<file path="src/design/srhs_pkg.sv">
// ----------------------------------------------------------------------------
// srhs_pkg: shared types and constants of the series relation hit scorer
// Holds the queue entry type, the scoring candidate type, register indexes
// and the pick function used by the selection stages.
// ----------------------------------------------------------------------------
`default_nettype none

package srhs_pkg;

  localparam int NUM_REL        = 5;
  localparam int MAX_POINTS_DEF = 65536;
  localparam int FIELD_CAP      = 65536;
  localparam int QUEUE_DEPTH    = 4;
  localparam int QPTR_W         = $clog2(QUEUE_DEPTH);

  localparam logic CFG_K_RATING     = 1'b0;
  localparam logic CFG_TARGET_TOTAL = 1'b1;

  localparam logic [2:0] REL_NONE = 3'd0;

  // Classified point as it travels from the front to the back.
  typedef struct packed {
    logic gt;
    logic lt;
    logic tgt;
    logic ntg;
    logic last;
  } point_class_t;

  // One relation under consideration for the best rating.
  typedef struct packed {
    logic               ok;
    logic [2:0]         rel;
    logic signed [32:0] rate;
    logic [16:0]        hits;
    logic [16:0]        fhits;
  } cand_t;

  // Keep the earlier candidate unless the later one rates strictly higher.
  function automatic cand_t pick(cand_t early, cand_t later);
    if (early.ok && (!later.ok || early.rate >= later.rate)) begin
      return early;
    end
    return later;
  endfunction

endpackage

`default_nettype wire

</file>
<file path="src/design/srhs_queue.sv">
// ----------------------------------------------------------------------------
// srhs_queue: short queue between the front and the back
// A small circular buffer of classified points with full and valid flags.
// ----------------------------------------------------------------------------
`default_nettype none

module srhs_queue import srhs_pkg::*; (
  input  wire logic         clk,
  input  wire logic         rst_n,
  input  wire logic         push,
  input  wire point_class_t push_entry,
  output logic              full,
  input  wire logic         pop,
  output logic              valid,
  output point_class_t      head
);

  point_class_t        slot_r [QUEUE_DEPTH];
  logic [QPTR_W-1:0]   wr_ptr_r;
  logic [QPTR_W-1:0]   rd_ptr_r;
  logic [QPTR_W:0]     count_r;
  logic                do_pop;

  assign full   = (count_r == (QPTR_W+1)'(QUEUE_DEPTH));
  assign valid  = (count_r != '0);
  assign head   = slot_r[rd_ptr_r];
  assign do_pop = pop && valid;

  always_ff @(posedge clk) begin
    if (push && !full) begin
      slot_r[wr_ptr_r] <= push_entry;
    end
  end

  always_ff @(posedge clk) begin
    if (!rst_n) begin
      wr_ptr_r <= '0;
      rd_ptr_r <= '0;
      count_r  <= '0;
    end else begin
      if (push && !full) begin
        wr_ptr_r <= wr_ptr_r + 1'b1;
      end
      if (do_pop) begin
        rd_ptr_r <= rd_ptr_r + 1'b1;
      end
      case ({push && !full, do_pop})
        2'b10:   count_r <= count_r + 1'b1;
        2'b01:   count_r <= count_r - 1'b1;
        default: count_r <= count_r;
      endcase
    end
  end

endmodule

`default_nettype wire

</file>
<file path="config.mk">
export PLATFORM = sky130hd
export DESIGN_NAME = srhs_queue
export DESIGN_NICKNAME = d
export VERILOG_FILES = /design/src/design/srhs_pkg.sv /design/src/design/srhs_queue.sv
export SDC_FILE = /design/constraint.sdc
export NUM_CORES = 1
export LEC_CHECK = 0
export ABC_AREA = 1
export BUFFER_PORTS_ARGS = -buffer_cell sky130_fd_sc_hd__clkbuf_2
export CELL_PAD_IN_SITES_DETAIL_PLACEMENT = 1
export CELL_PAD_IN_SITES_GLOBAL_PLACEMENT = 2
export CORE_MARGIN = 5
export CORE_UTILIZATION = 36
export DETAILED_ROUTE_END_ITERATION = 10
export PLACE_DENSITY_LB_ADDON = 0.1
export SETUP_SLACK_MARGIN = 0.4
export SYNTH_ARGS = -nofsm -noshare
export SYNTH_HDL_FRONTEND = slang
export SYNTH_SLANG_ARGS = --single-unit
export TNS_END_PERCENT = 1
</file>
<file path="constraint.sdc">
create_clock -name clk -period 2.45 [get_ports clk]
set_clock_uncertainty 0.2 [all_clocks]
set_input_delay 0.245 -clock clk [delete_from_list [all_inputs] [get_ports clk]]
set_output_delay 0.245 -clock clk [all_outputs]
set_load 0.02 [all_outputs]
</file>
==> reports/summary.txt <==
YS warnings: 0
number of nets in the layout: 157
cell breakdown of the critical path: dlygate4sd3_1, clkbuf_2, and2_1, ha_1, inv_1, fa_1, inv_1, nand2_1, nand3_1, nand2_1, inv_1, nor2_1
total CTS buffers: 5
shortest period the worst path allows: 1960 ps
clock root buffer: sky130_fd_sc_hd__clkbuf_4
final number of max-transition violations: 0
number of instances in the synthesized netlist: 115
area share of the leading cell type in the synthesized netlist: 48.2%
fraction of the yosys area taken by sequential cells: 62.7%
highest achievable clock rate: 511 MHz
sinks on the clock net: 29
number of levels the H-tree was split into: 2
maximum single-stage delay on the critical path: 540 ps
top post-synthesis cells by count: 20 x sky130_fd_sc_hd__edfxtp_1, 20 x sky130_fd_sc_hd__nor2_1, 13 x sky130_fd_sc_hd__inv_1, 10 x sky130_fd_sc_hd__nand2_1, 9 x sky130_fd_sc_hd__dfxtp_1
family of cells with the greatest summed delay on the critical path: buffers and inverters
number of buffer and inverter instances along the worst setup path: 5
Std-Cell Rows: 21
number of buffers between clock root and the deepest sink: 2
final cycle utilization of the critical path: 79.9%
Vias/cell: 4.69
critical path data required time: 2470 ps
per-cell routed wire length: 13.5 um
main area contributors after synthesis: sky130_fd_sc_hd__edfxtp_1 48%, sky130_fd_sc_hd__dfxtp_1 14%, sky130_fd_sc_hd__nor2_1 6.0%, sky130_fd_sc_hd__ha_1 5.0%, sky130_fd_sc_hd__inv_1 3.9%
GRT overflow: 0
register share of total power: 46.7%
first-pass GRT wire length: 4.28 mm
DRC viols: 0
fraction of layout cells with a size suffix above 1: 19.6%
cell occurring most often along the worst timing path: sky130_fd_sc_hd__inv_1
Switching Fraction: 37.6%
detailed router's first-iteration violation count: 28
clock power share: 18.2%
number of cells in the design after placement: 175
core region area: 0.00334 mm^2
placer's final routability congestion estimate: 0.671
NetSw: 528 uW
largest net degree at the start of global routing: 12
overall fraction of global-route tracks in use: 13.1%
Starting Density: 37.3%
multiplexer share of the synthesized area: 0%
Buffers on Ports: 15
net count after synthesis: 130
TritonCTS clock tree: done
Worst setup EP type: flip-flop
detailed-route via count: 887
Total Die Area: 0.00473 mm^2
maximum fanout count along the critical path: 3
unrepaired setup endpoints after global routing: yes
Die Span X: 68.8 um
clock slew seen by the registers of the worst setup and hold paths: 80 ps
count of different cell masters after synthesis: 19
biggest area consumer among synthesized cells: sky130_fd_sc_hd__edfxtp_1
clock insertion delay at the later pin of the skew report: 310 ps
WL final: 2.55 mm
Cell Count, Final, Fillers Out: 189
transition time at the pin with the least slew margin: 612 ps
maximum resistive drop on vdd: 359 uV
Hold Path Class: in2reg
largest family of logic cells by synthesized area: simple AND/OR/NAND/NOR gates
critical path class: in2reg
number of max-capacitance violations reported: 0
antenna cells: 0
P_int: 877 uW
remaining antenna violation count after routing: 0
slew margin rel.: 59.0%
router iterations before antenna repair: 2
arrival time of data at the critical path endpoint: 1970 ps
flip-flop cell with the highest count after synthesis: sky130_fd_sc_hd__edfxtp_1
Post-CTS Repair Setup Buffers: 0
area added between synthesis and finish: 18.9%
netlist area before placement: 0.00124 mm^2
highest-delay cell along the critical path: sky130_fd_sc_hd__dlygate4sd3_1
startpoint type of the worst setup path: input port
fraction of the mapped netlist area in adder cells: 6.63%
Post-synth EDFFs: 20
standby leakage power: 0.603 nW
synthesized area per cell: 10.8 um^2
power density cells: 949 mW/mm^2
initial antenna violation count: 0
fraction of the mapped netlist area in compound gates: 9.75%
Die Ht: 68.8 um
register bit count reported by yosys: 29
area share of and/or/nand/nor cells after synthesis: 15.2%
xor/xnor share of the synthesized area: 0%
placed wire-length estimate after detailed placement: 1.88 mm
logic gate share of total power: 35.0%
proportion of synthesized flip-flops having asynchronous set or reset: 0%
status: finished clean
sum of negative setup slack: 0 ps
number of top-level pins: 16
via count of the first global-routing pass: 961
final count of hold timing violations: 0
# setup viols final: 0
[cell families after synthesis]
family                   after synthesis
AO/OA/AOI/OAI                         23
adder cells (fa/ha/maj)                6
buffers and inverters                 18
flip-flops                            29
AND/OR/NAND/NOR                       39
[layout by cell type, fill, tap and decap left out]
cell type and instances:
sky130_fd_sc_hd__nor2_1 20, sky130_fd_sc_hd__inv_1 13, sky130_fd_sc_hd__ha_1 5, sky130_fd_sc_hd__clkbuf_2 15, sky130_fd_sc_hd__nand2_1 10, sky130_fd_sc_hd__o22ai_1 5
sky130_fd_sc_hd__a21oi_1 6, sky130_fd_sc_hd__clkbuf_4 5, sky130_fd_sc_hd__nand3_4 2, sky130_fd_sc_hd__dlygate4sd3_1 6, sky130_fd_sc_hd__o21ai_1 4, sky130_fd_sc_hd__dfxtp_2 1
sky130_fd_sc_hd__nand2_2 1, sky130_fd_sc_hd__dfxtp_1 8, sky130_fd_sc_hd__clkinv_1 1, sky130_fd_sc_hd__clkbuf_1 2, sky130_fd_sc_hd__and2_1 1, sky130_fd_sc_hd__nand3b_1 1
sky130_fd_sc_hd__edfxtp_1 20, sky130_fd_sc_hd__o21ai_0 8, sky130_fd_sc_hd__fa_1 1, sky130_fd_sc_hd__nand3_1 3, sky130_fd_sc_hd__inv_2 4, sky130_fd_sc_hd__nand4_1 1
[metal layers]
metal,vias up,share of wire [%],GRT usage [%]
met1,421,40,13.2
li1,446,-,-
met3,7,3.9,4.05
met5,-,0,0
met2,13,54,24.2
met4,0,2.2,6.57
[power by group through the flow]
stage	Clock [mW]	Sequential (mW)	Combinational (mW)
final	0.256	0.656	0.492
after global routing	0.294	0.671	0.553
after CTS	0.266	0.657	0.503
after detailed placement	0	0.668	0.494
after global placement	0	0.665	0.475
after floorplan	0	0.641	0.370
[worst reg2reg max path, stage by stage, from the launching register on]
cell                      delay [ps]
sky130_fd_sc_hd__dfxtp_1         410
sky130_fd_sc_hd__inv_2            80
sky130_fd_sc_hd__nand3_4         110
sky130_fd_sc_hd__and2_1          140
sky130_fd_sc_hd__ha_1            160
sky130_fd_sc_hd__inv_1            70
sky130_fd_sc_hd__fa_1            390
sky130_fd_sc_hd__inv_1            70
sky130_fd_sc_hd__nand2_1          60
sky130_fd_sc_hd__nand3_1          60
sky130_fd_sc_hd__nand2_1          50
sky130_fd_sc_hd__inv_1            40
sky130_fd_sc_hd__nor2_1           30
[what timing repair did]
| item | 4_1_cts | 5_1_grt |
|---|---|---|
| hold buffers | 6 | 0 |
| gates resized for setup | 0 | 1 |
| hold endpoints to repair | 21 | 0 |
| setup endpoints to repair | 0 | 6 |
[flip-flops by register name, summed over array words and instances (netlist names), named ones only]
name / flops
count_r: 3
rd_ptr_r: 2
slot_r: 20
wr_ptr_r: 2
[final cells by class]
type | count | area [um^2]
Fill cell | 401 | 1860
Sequential cell | 29 | 782
Multi-Input combinational cell | 68 | 393
Timing Repair Buffer | 21 | 135
Inverter | 17 | 63.8
Tap cell | 46 | 57.6
Clock buffer | 7 | 45.0
Clock inverter | 1 | 3.75
[stage by stage]
stage | util, % | cell area, um^2 | power [mW] | setup WS [ps] | hold WS (ps)
floorplan | - | 1240 | 1.01 | 574 | 144
global placement | 41.1 | 1370 | 1.14 | 553 | 265
detailed placement | 41.1 | 1370 | 1.16 | 486 | 269
CTS | 44.3 | 1480 | 1.43 | 447 | 33.6
global route | 44.4 | 1480 | 1.52 | 306 | 42.9
finish | 44.4 | 1480 | 1.40 | 493 | 34.0
[worst paths after layout]
kind | from | slack (ps) | end | depth (start not counted)
worst min register to register | rd_ptr_r[0]$_SDFFE_PN0P_ | 320 | flip-flop | 2
worst min-delay path | rst_n | 30 | count_r[2]$_SDFFE_PN0P_ | 3
worst max-delay path | pop | 490 | count_r[2]$_SDFFE_PN0P_ | 12
worst max register to register | count_r[2]$_SDFFE_PN0P_ | 490 | count_r[2]$_SDFFE_PN0P_ | 12
(Power assumes the default switching activity.)
