[src/design/srhs_pkg.sv]
// ----------------------------------------------------------------------------
// srhs_pkg: shared types and constants of the series relation hit scorer
// Holds the queue entry type, the scoring candidate type, register indexes
// and the pick function used by the selection stages.
// ----------------------------------------------------------------------------
`default_nettype none

package srhs_pkg;

  localparam int NUM_REL        = 5;
  localparam int MAX_POINTS_DEF = 65536;
  localparam int FIELD_CAP      = 65536;
  localparam int QUEUE_DEPTH    = 4;
  localparam int QPTR_W         = $clog2(QUEUE_DEPTH);

  localparam logic CFG_K_RATING     = 1'b0;
  localparam logic CFG_TARGET_TOTAL = 1'b1;

  localparam logic [2:0] REL_NONE = 3'd0;

  // Classified point as it travels from the front to the back.
  typedef struct packed {
    logic gt;
    logic lt;
    logic tgt;
    logic ntg;
    logic last;
  } point_class_t;

  // One relation under consideration for the best rating.
  typedef struct packed {
    logic               ok;
    logic [2:0]         rel;
    logic signed [32:0] rate;
    logic [16:0]        hits;
    logic [16:0]        fhits;
  } cand_t;

  // Keep the earlier candidate unless the later one rates strictly higher.
  function automatic cand_t pick(cand_t early, cand_t later);
    if (early.ok && (!later.ok || early.rate >= later.rate)) begin
      return early;
    end
    return later;
  endfunction

endpackage

`default_nettype wire

[src/design/srhs_front.sv]
// ----------------------------------------------------------------------------
// srhs_front: point intake and float comparison
// Accepts a request while the queue has room and classifies the pair of
// single precision values into greater and less flags.
// ----------------------------------------------------------------------------
`default_nettype none

module srhs_front import srhs_pkg::*; (
  input  wire logic         in_valid,
  output logic              in_ready,
  input  wire logic [31:0]  in_value_a,
  input  wire logic [31:0]  in_value_b,
  input  wire logic         in_target_bit,
  input  wire logic         in_nontarget_bit,
  input  wire logic         in_last,
  input  wire logic         q_full,
  output logic              q_push,
  output point_class_t      q_entry
);

  function automatic logic is_nan(logic [31:0] x);
    return (x[30:23] == 8'hFF) && (x[22:0] != 23'd0);
  endfunction

  // Unsigned key whose order follows the numeric order; both zeros map alike.
  function automatic logic [31:0] order_key(logic [31:0] x);
    logic [31:0] z;
    z = (x[30:0] == 31'd0) ? 32'd0 : x;
    return z[31] ? ~z : {1'b1, z[30:0]};
  endfunction

  logic        ordered;
  logic [31:0] key_a;
  logic [31:0] key_b;

  assign ordered  = !is_nan(in_value_a) && !is_nan(in_value_b);
  assign key_a    = order_key(in_value_a);
  assign key_b    = order_key(in_value_b);
  assign in_ready = !q_full;
  assign q_push   = in_valid && !q_full;

  always_comb begin
    q_entry.gt   = ordered && (key_a > key_b);
    q_entry.lt   = ordered && (key_a < key_b);
    q_entry.tgt  = in_target_bit;
    q_entry.ntg  = in_nontarget_bit;
    q_entry.last = in_last;
  end

endmodule

`default_nettype wire

[config.mk]
export PLATFORM = sky130hd
export DESIGN_NAME = srhs_front
export DESIGN_NICKNAME = d
export VERILOG_FILES = /design/src/design/srhs_pkg.sv /design/src/design/srhs_front.sv
export SDC_FILE = /design/constraint.sdc
export NUM_CORES = 1
export LEC_CHECK = 0
export ABC_AREA = 1
export BUFFER_PORTS_ARGS = -buffer_cell sky130_fd_sc_hd__buf_2
export CORE_ASPECT_RATIO = 1.1
export CORE_MARGIN = 3
export CORE_UTILIZATION = 39
export DETAILED_ROUTE_END_ITERATION = 7
export GPL_ROUTABILITY_DRIVEN = 0
export GPL_TIMING_DRIVEN = 0
export PLACE_DENSITY_LB_ADDON = 0.25
export SETUP_SLACK_MARGIN = 0.15
export SYNTH_ARGS = -nofsm -noshare
export SYNTH_HDL_FRONTEND = slang
export SYNTH_SLANG_ARGS = --single-unit
[constraint.sdc]
create_clock -name vclk -period 2.7
set_clock_uncertainty 0.1 [all_clocks]
set_input_delay 0.27 -clock vclk [all_inputs]
set_output_delay 0.27 -clock vclk [all_outputs]
set_load 0.01 [all_outputs]
==> impl_metrics.toml, run 1 <==
[layout]
seqCellArea_um2 = 0
final_cell_mix = "buf_2 (60), nor2_1 (47), xor2_1 (39), buf_4 (39), nand2_1 (36)"
nFlopsAndLatches = 0
drive_gt1_frac = 0.464
fin_area_um2 = 2900
antenna_cells = 0
num-nets-final = 503
clkbuf_count = 0
final_common_cell = "buf_2"
syn_to_final_growth_pct = 70.9
utilization = 0.711

[outcome]
failed_checks = "setup timing"
outcome = "complete, but fails checks"

[global_routing]
grt_pass1_vias = 2141
grt_max_degree = 11
grt_pass1_wl_um = 8870
antenna_found_initial = 0
grt.overflow.total = 0
track_usage = 0.215

[sta]
whs_ns = 0.624
rsz0062_at_grt = "yes"
fin_setup_tns_ns = -0.814
setup_ws_ns = -0.460
period_needed_ns = 3.16
slew_headroom = 0.659
finalHoldViolCount = 0
post-route-period-util = 1.17
clock.fmax_mhz = 316
tightest_slew_ns = 0.512
setup_viol = 2
slew_violations = 0

[synthesis]
yosysWarningCount = 0
synth_area_um2 = 1700
synth_top_area_frac = 0.232
synth_cell_types = 24
syn_inst = 285
synth_area_leaders = "xor2_1 (23%), ha_1 (23%), nor2_1 (15%), nand2_1 (10%), a21oi_1 (8.5%)"
syn_nets = 385
yosysTopAreaCell = "xor2_1"
yosysSeqAreaShare = 0
syn_avg_cell_area_um2 = 5.96

[placed_design]
pre_cts_slack_ns = -0.452
hpwl_um = 4010
postPlaceCellArea_um2 = 2160
io_buffers = 72

[route]
drcViolationCount = 0
drtPass1Iterations = 4
antenna_left = 0
wl_met2_um = 3150
highest_layer = "met4"
wl_met3_um = 470
wire_per_inst_um = 13.9
vias_per_cell = 5.19
drtIter0Drc = 100
m1WireLength_um = 2380
vias = 2353
totalWireLength_um = 6300

[floorplanning]
dieArea_um2 = 5190
io_pins = 76
rows = 24
core_um2 = 4080
start_util = 0.416
chipHeight_um = 75.2
die_w_um = 68.9

[critical_path]
critPathArrivalTime_ns = 2.79
cp_data_required_time_ns = 2.33
end_kind = "output pin"
path_class = "input port to output pin"
startpoint_type = "input port"
cp_max_fo = 5

[hold_path]
worstHoldEndpoint = "q_entry[0]"
min_path_cells = 2
hold_path.class = "input port to output pin"
min_from = "in_last"

[pwr]
powerDensity_nw_per_um2 = 196
power_leakage_nw = 1.47
vdd_drop_max_uv = 96.4

[job]
max-cap-violations = 0
==> what timing repair did <==
action	4_1_cts	5_1_grt
gates resized for setup	42	61
buffers inserted	32	11
pin swaps	17	42
hold buffers	0	0
gates cloned	0	1
setup endpoints to repair	2	2
==> metrics by stage <==
step / total power, W / cells
floorplan: 0.000266 / 285
finish: 0.000568 / 453
global route: 0.000627 / 453
CTS: 0.000472 / 441
global placement: 0.000391 / 409
detailed placement: 0.000401 / 409
==> critical path, stage by stage <==
cell	delay [ns]
buf_8	0.10
nor2_4	0.12
nand2_2	0.08
nor2_2	0.13
nand2_2	0.11
o21ai_4	0.22
buf_6	0.14
buf_8	0.12
xor2_2	0.07
ha_1	0.31
nand2_2	0.07
inv_2	0.05
nand3_2	0.07
buf_4	0.14
nor4_1	0.38
nand4_1	0.15
nand2_1	0.09
nor2_2	0.04
buf_2	0.13
==> how the worst max path moves through the flow <==
| stage | from | to | slack [ns] | depth (start not counted) |
|---|---|---|---|---|
| floorplan | in_value_b[6] | q_entry[4] | 0.11 | 17 |
| global placement | in_value_b[6] | q_entry[4] | -0.42 | 18 |
| detailed placement | in_value_a[20] | q_entry[4] | -0.45 | 24 |
| CTS | in_value_a[6] | q_entry[4] | -0.29 | 23 |
| global route | in_value_a[16] | q_entry[4] | -0.69 | 20 |
| finish | in_value_b[16] | q_entry[4] | -0.46 | 19 |
==> cell families after synthesis <==
kind of cell	Yosys count	synth area share
xor gates and xnor gates	45	0.232
AOI/OAI and AO/OA	42	0.135
adders and majority gates	31	0.228
buffers and inverters	30	0.0773
and+or+nand+nor	137	0.327
==> area by class of cell <==
cell class                 instances  area (µm²)
inverter                          19        71.3
multi-input combinational        255        1800
fill                             334        1180
buffer                            11         114
tap                               52        65.1
timing repair buffer             116         853
==> where the power goes <==
| part | switching [W] | internal [W] |
|---|---|---|
| Sequential | 0 | 0 |
| Combinational | 0.000294 | 0.000274 |
| Clock | 0 | 0 |
==> Yosys cell counts (2+ instances only) <==
library cell and n:
nand4_1 10, nor3_1 2, nor2_1 69, ha_1 31
nand3_1 7, buf_4 3, clkbuf_1 2, a21oi_1 29
nand2_1 47, o21ai_0 5, inv_1 18, buf_2 6
xor2_1 45
==> per-layer routing <==
layer	up-vias	global-route usage
met5	-	0
met4	0	0.0909
met3	35	0.0194
met2	116	0.393
met1	1033	0.252
li1	1169	-
Note: power is estimated with default switching activity, not from simulation.
==> run 2: changes to the inputs <==
--- a/config.mk
+++ b/config.mk
@@ -14,6 +14,7 @@
 export GPL_ROUTABILITY_DRIVEN = 0
 export GPL_TIMING_DRIVEN = 0
 export PLACE_DENSITY_LB_ADDON = 0.25
+export REMOVE_ABC_BUFFERS = 1
 export SETUP_SLACK_MARGIN = 0.15
 export SYNTH_ARGS = -nofsm -noshare
 export SYNTH_HDL_FRONTEND = slang
==> impl_metrics.toml, run 2 (synthesis results as in run 1) <==
[outcome]
outcome = "complete, but fails checks"
failed_checks = "setup timing"

[layout]
syn_to_final_growth_pct = 63.7
antenna_cells = 0
clkbuf_count = 0
final_common_cell = "buf_2"
fin_area_um2 = 2780
seqCellArea_um2 = 0
final_cell_mix = "buf_2 (48), xor2_1 (42), nor2_1 (38), nand2_1 (34), ha_1 (30)"
fin_cells = 423
drive_gt1_frac = 0.434
nFlopsAndLatches = 0
num-nets-final = 473

[sta]
tightest_slew_ns = 0.471
slew_headroom = 0.685
finalHoldViolCount = 0
slew_violations = 0
post-route-period-util = 1.15
setup_viol = 2
rsz0062_at_grt = "yes"
clock.fmax_mhz = 322
setup_ws_ns = -0.401
whs_ns = 0.440
period_needed_ns = 3.10

[floorplanning]
io_pins = 76
rows = 24
dieArea_um2 = 5190
die_w_um = 68.9
chipHeight_um = 75.2
core_um2 = 4080
start_util = 0.416

[route]
vias = 2190
drtIter0Drc = 87
totalWireLength_um = 5660
wire_per_inst_um = 13.4
drtPass1Iterations = 4
vias_per_cell = 5.18
antenna_left = 0
drcViolationCount = 0

[placed_design]
io_buffers = 70
placed_cells = 397
postPlaceCellArea_um2 = 2090
hpwl_um = 3670

[critical_path]
cp_data_required_time_ns = 2.33
path_class = "input port to output pin"
cp_max_fo = 5
startpoint_type = "input port"
end_kind = "output pin"
startpoint = "in_value_b[30]"
critPathArrivalTime_ns = 2.73
worstSetupEndpoint = "q_entry[4]"

[global_routing]
gr-usage-met3 = 0.0149
track_usage = 0.204
grt_pass1_wl_um = 8310
use_met1 = 0.245
gr-usage-met2 = 0.386
grt.overflow.total = 0
grt_max_degree = 18
top_usage_layer = "met2"
grt_pass1_vias = 1978
antenna_found_initial = 0

[clock_network]
ctsHoldBuffers = 0

[pwr]
powerDensity_nw_per_um2 = 191
vdd_drop_max_uv = 98.1
power_leakage_nw = 1.35

[job]
max-cap-violations = 0

[hold_path]
hold_path.class = "input port to output pin"
==> run 2: cell count changes in the layout (fill, tap and decap cells not counted), sizes merged <==
cell    delta
nor2       +2
clkbuf     -3
buf       -29
==> run 2: per-layer routing <==
layer	wire [µm]	part of all wire	vias to the layer above
met1	2310	0.41	995
met3	343	0.061	9
met2	2910	0.51	72
li1	-	-	1114
met5	0	0	-
met4	95	0.017	0
==> run 2: report_power, final <==
| group | total (W) | leakage [nW] | switching (W) | internal, W |
|---|---|---|---|---|
| clock | 0 | 0 | 0 | 0 |
| combinational | 0.000530 | 1.35 | 0.000274 | 0.000256 |
| sequential | 0 | 0 | 0 | 0 |
==> run 2: timing repair <==
item / in CTS / in global routing
resized for setup: 42 / 80
pin swaps: 28 / 39
gates cloned: 5 / 0
endpoints found under the setup margin: 2 / 2
buffers inserted: 13 / 8
==> run 2: worst min path at each step <==
stage / endpoint / slack, ns / from / cells after the start
floorplan: q_entry[0] / 0.44 / in_last / 0
global placement: q_entry[0] / 0.44 / in_last / 0
detailed placement: q_entry[0] / 0.44 / in_last / 0
CTS: q_entry[0] / 0.44 / in_last / 0
global route: q_entry[0] / 0.44 / in_last / 0
finish: q_entry[0] / 0.44 / in_last / 0
==> run 2: through the flow <==
step | worst slack (ns) | total power [W] | util | setup TNS, ns
after detailed placement | -0.749 | 0.000385 | 0.512 | -1.35
after floorplan | -1.05 | 0.000249 | - | -1.93
after global routing | -0.551 | 0.000593 | 0.681 | -1.07
after global placement | -2.00 | 0.000374 | 0.503 | -3.84
after CTS | -0.270 | 0.000457 | 0.600 | -0.511
final | -0.401 | 0.000530 | 0.681 | -0.780
==> run 2: area by class of cell <==
type                       count  area, µm²
inverter                      19       71.3
tap                           52       65.1
fill                         372       1300
timing repair buffer          95        793
multi-input combinational    257       1850
==> run 2: critical path: stages <==
cell	delay, ns
buf_4	0.13
nor2_4	0.11
nand2_1	0.05
nor2_1	0.14
nand2_2	0.10
o21ai_4	0.23
buf_6	0.14
buf_12	0.11
buf_16	0.12
xor2_1	0.16
ha_1	0.27
a21oi_1	0.15
o21a_1	0.17
o221ai_2	0.12
nand3_1	0.11
nand2_1	0.06
nor2_1	0.10
nor2_1	0.05
buf_2	0.13
==> run 3: changes to the inputs <==
--- a/config.mk
+++ b/config.mk
@@ -5,7 +5,6 @@
 export SDC_FILE = /design/constraint.sdc
 export NUM_CORES = 1
 export LEC_CHECK = 0
-export ABC_AREA = 1
 export BUFFER_PORTS_ARGS = -buffer_cell sky130_fd_sc_hd__buf_2
 export CORE_ASPECT_RATIO = 1.1
 export CORE_MARGIN = 3
==> impl_metrics.toml, run 3 <==
[outcome]
outcome = "complete, but fails checks"
failed_checks = "setup timing"

[pwr]
vdd_drop_max_uv = 116
powerDensity_nw_per_um2 = 195
power_leakage_nw = 1.19
power.total_w = 0.000510

[synthesis]
yosysTopAreaCell = "ha_1"
synth_top_area_frac = 0.214
synth.most_common_cell = "nand2_1"
synth_area_um2 = 1820
yosysWarningCount = 0
yosysSeqAreaShare = 0
synth_cell_types = 36
syn_avg_cell_area_um2 = 6.80
synth_area_leaders = "ha_1 (21%), xor2_1 (15%), xnor2_1 (14%), nand2_1 (7.6%), nor2_1 (7.0%)"
syn_inst = 267
synth_commonest_cells = "nand2_1 (37), nor2_1 (34), xor2_1 (32)"

[global_routing]
track_usage = 0.189
grt.overflow.total = 0
grt_pass1_vias = 2042
grt_max_degree = 35
grt_pass1_wl_um = 8860
antenna_found_initial = 0

[critical_path]
cp_max_fo = 8
path_class = "input port to output pin"
critPathArrivalTime_ns = 3.11
cp_data_required_time_ns = 2.33
startpoint_type = "input port"
cp_slowest_cell = "or3_4"
slowest_delay_ns = 0.46
end_kind = "output pin"
cp_common_cell = "a21oi_2"
worstPathCellList = "buf_8 > nor4_4 > nand4_1 > buf_4 > or3_4 > nand2_4 > ha_4 > a21oi_2 > o211ai_1 > a221oi_2 > a31oi_2 > a2111o_1 > a21oi_2 > buf_2"

[layout]
fin_area_um2 = 2610
final_cell_mix = "buf_2 (64), nor2_1 (33), nand2_1 (33), xor2_1 (32), xnor2_1 (30)"
antenna_cells = 0
clkbuf_count = 0
nFlopsAndLatches = 0
num-nets-final = 437
syn_to_final_growth_pct = 43.8
final_common_cell = "buf_2"
fill_cells = 408
utilization = 0.596
seqCellArea_um2 = 0
fin_cells = 389
drive_gt1_frac = 0.355

[sta]
slew_violations = 0
slew_headroom = 0.410
post-route-period-util = 1.29
period_needed_ns = 3.48
tightest_slew_ns = 0.886
setup_ws_ns = -0.776
finalHoldViolCount = 0
clock.fmax_mhz = 288
setup_viol = 2
rsz0062_at_grt = "yes"

[placed_design]
postPlaceCellArea_um2 = 2170
placed_cells = 374
io_buffers = 70
hpwl_um = 3880

[route]
totalWireLength_um = 5690
drcViolationCount = 0
drtIter0Drc = 76
vias_per_cell = 5.47
wire_per_inst_um = 14.6
drtPass1Iterations = 4
antenna_left = 0
vias = 2126

[floorplanning]
die_w_um = 71.1
start_util = 0.415
chipHeight_um = 77.6
io_pins = 76
core_um2 = 4380
rows = 25
dieArea_um2 = 5510

[clock_network]
ctsHoldBuffers = 0

[hold_path]
hold_path.class = "input port to output pin"

[job]
max-cap-violations = 0
==> run 3: logic make-up after synthesis <==
logic type               after synthesis  share of synthesized area
buffers and inverters                 21                     0.0503
AO/OA/AOI/OAI                         35                      0.128
AND/OR/NAND/NOR                      118                      0.309
adder cells (fa/ha/maj)               31                      0.214
XOR/XNOR                              62                      0.299
==> run 3: worst paths after layout <==
check	startpoint	cells past startpoint	endpoint	slack, ns
max	in_value_b[18]	14	q_entry[3]	-0.78
min	in_last	0	q_entry[0]	0.44
==> run 3: layout make-up <==
class	count	area, µm²	area share
Multi-Input combinational cell	250	2020	0.773
Tap cell	54	67.6	0.0259
Timing Repair Buffer	82	513	0.197
Inverter	3	11.3	0.00431
==> run 3: per-stage QoR <==
step / setup WS [ns] / hold WS, ns / setup TNS [ns]
floorplan: -1.40 / 0.440 / -2.53
global placement: -2.50 / 0.440 / -4.79
detailed placement: -1.66 / 0.440 / -3.10
CTS: -0.738 / 0.440 / -1.41
global route: -0.929 / 0.440 / -1.81
finish: -0.776 / 0.440 / -1.52
==> run 3: timing repair <==
| action | in CTS | in global routing |
|---|---|---|
| buffers inserted | 8 | 3 |
| gates resized for setup | 38 | 19 |
| pin swaps | 22 | 6 |
| gates cloned | 3 | 1 |
| endpoints found under the setup margin | 2 | 2 |
==> run 3: critical path: cells and delay by family <==
family,cells,cell delay [ns]
simple gates,4,1.04
fa+ha+maj,1,0.20
buf+inv,3,0.44
compound gates,6,1.13
==> run 3: report_power, final <==
part           switching (W)  total [W]  internal, W
clock                      0          0            0
combinational       0.000269   0.000510     0.000241
sequential                 0          0            0
==> run 3: metal layers <==
layer | up-vias | global-route usage | wire [µm]
met5 | - | 0 | 0
li1 | 1084 | - | -
met2 | 71 | 0.341 | 2870
met1 | 959 | 0.235 | 2370
met4 | 0 | 0.0508 | 129
met3 | 12 | 0.0155 | 315
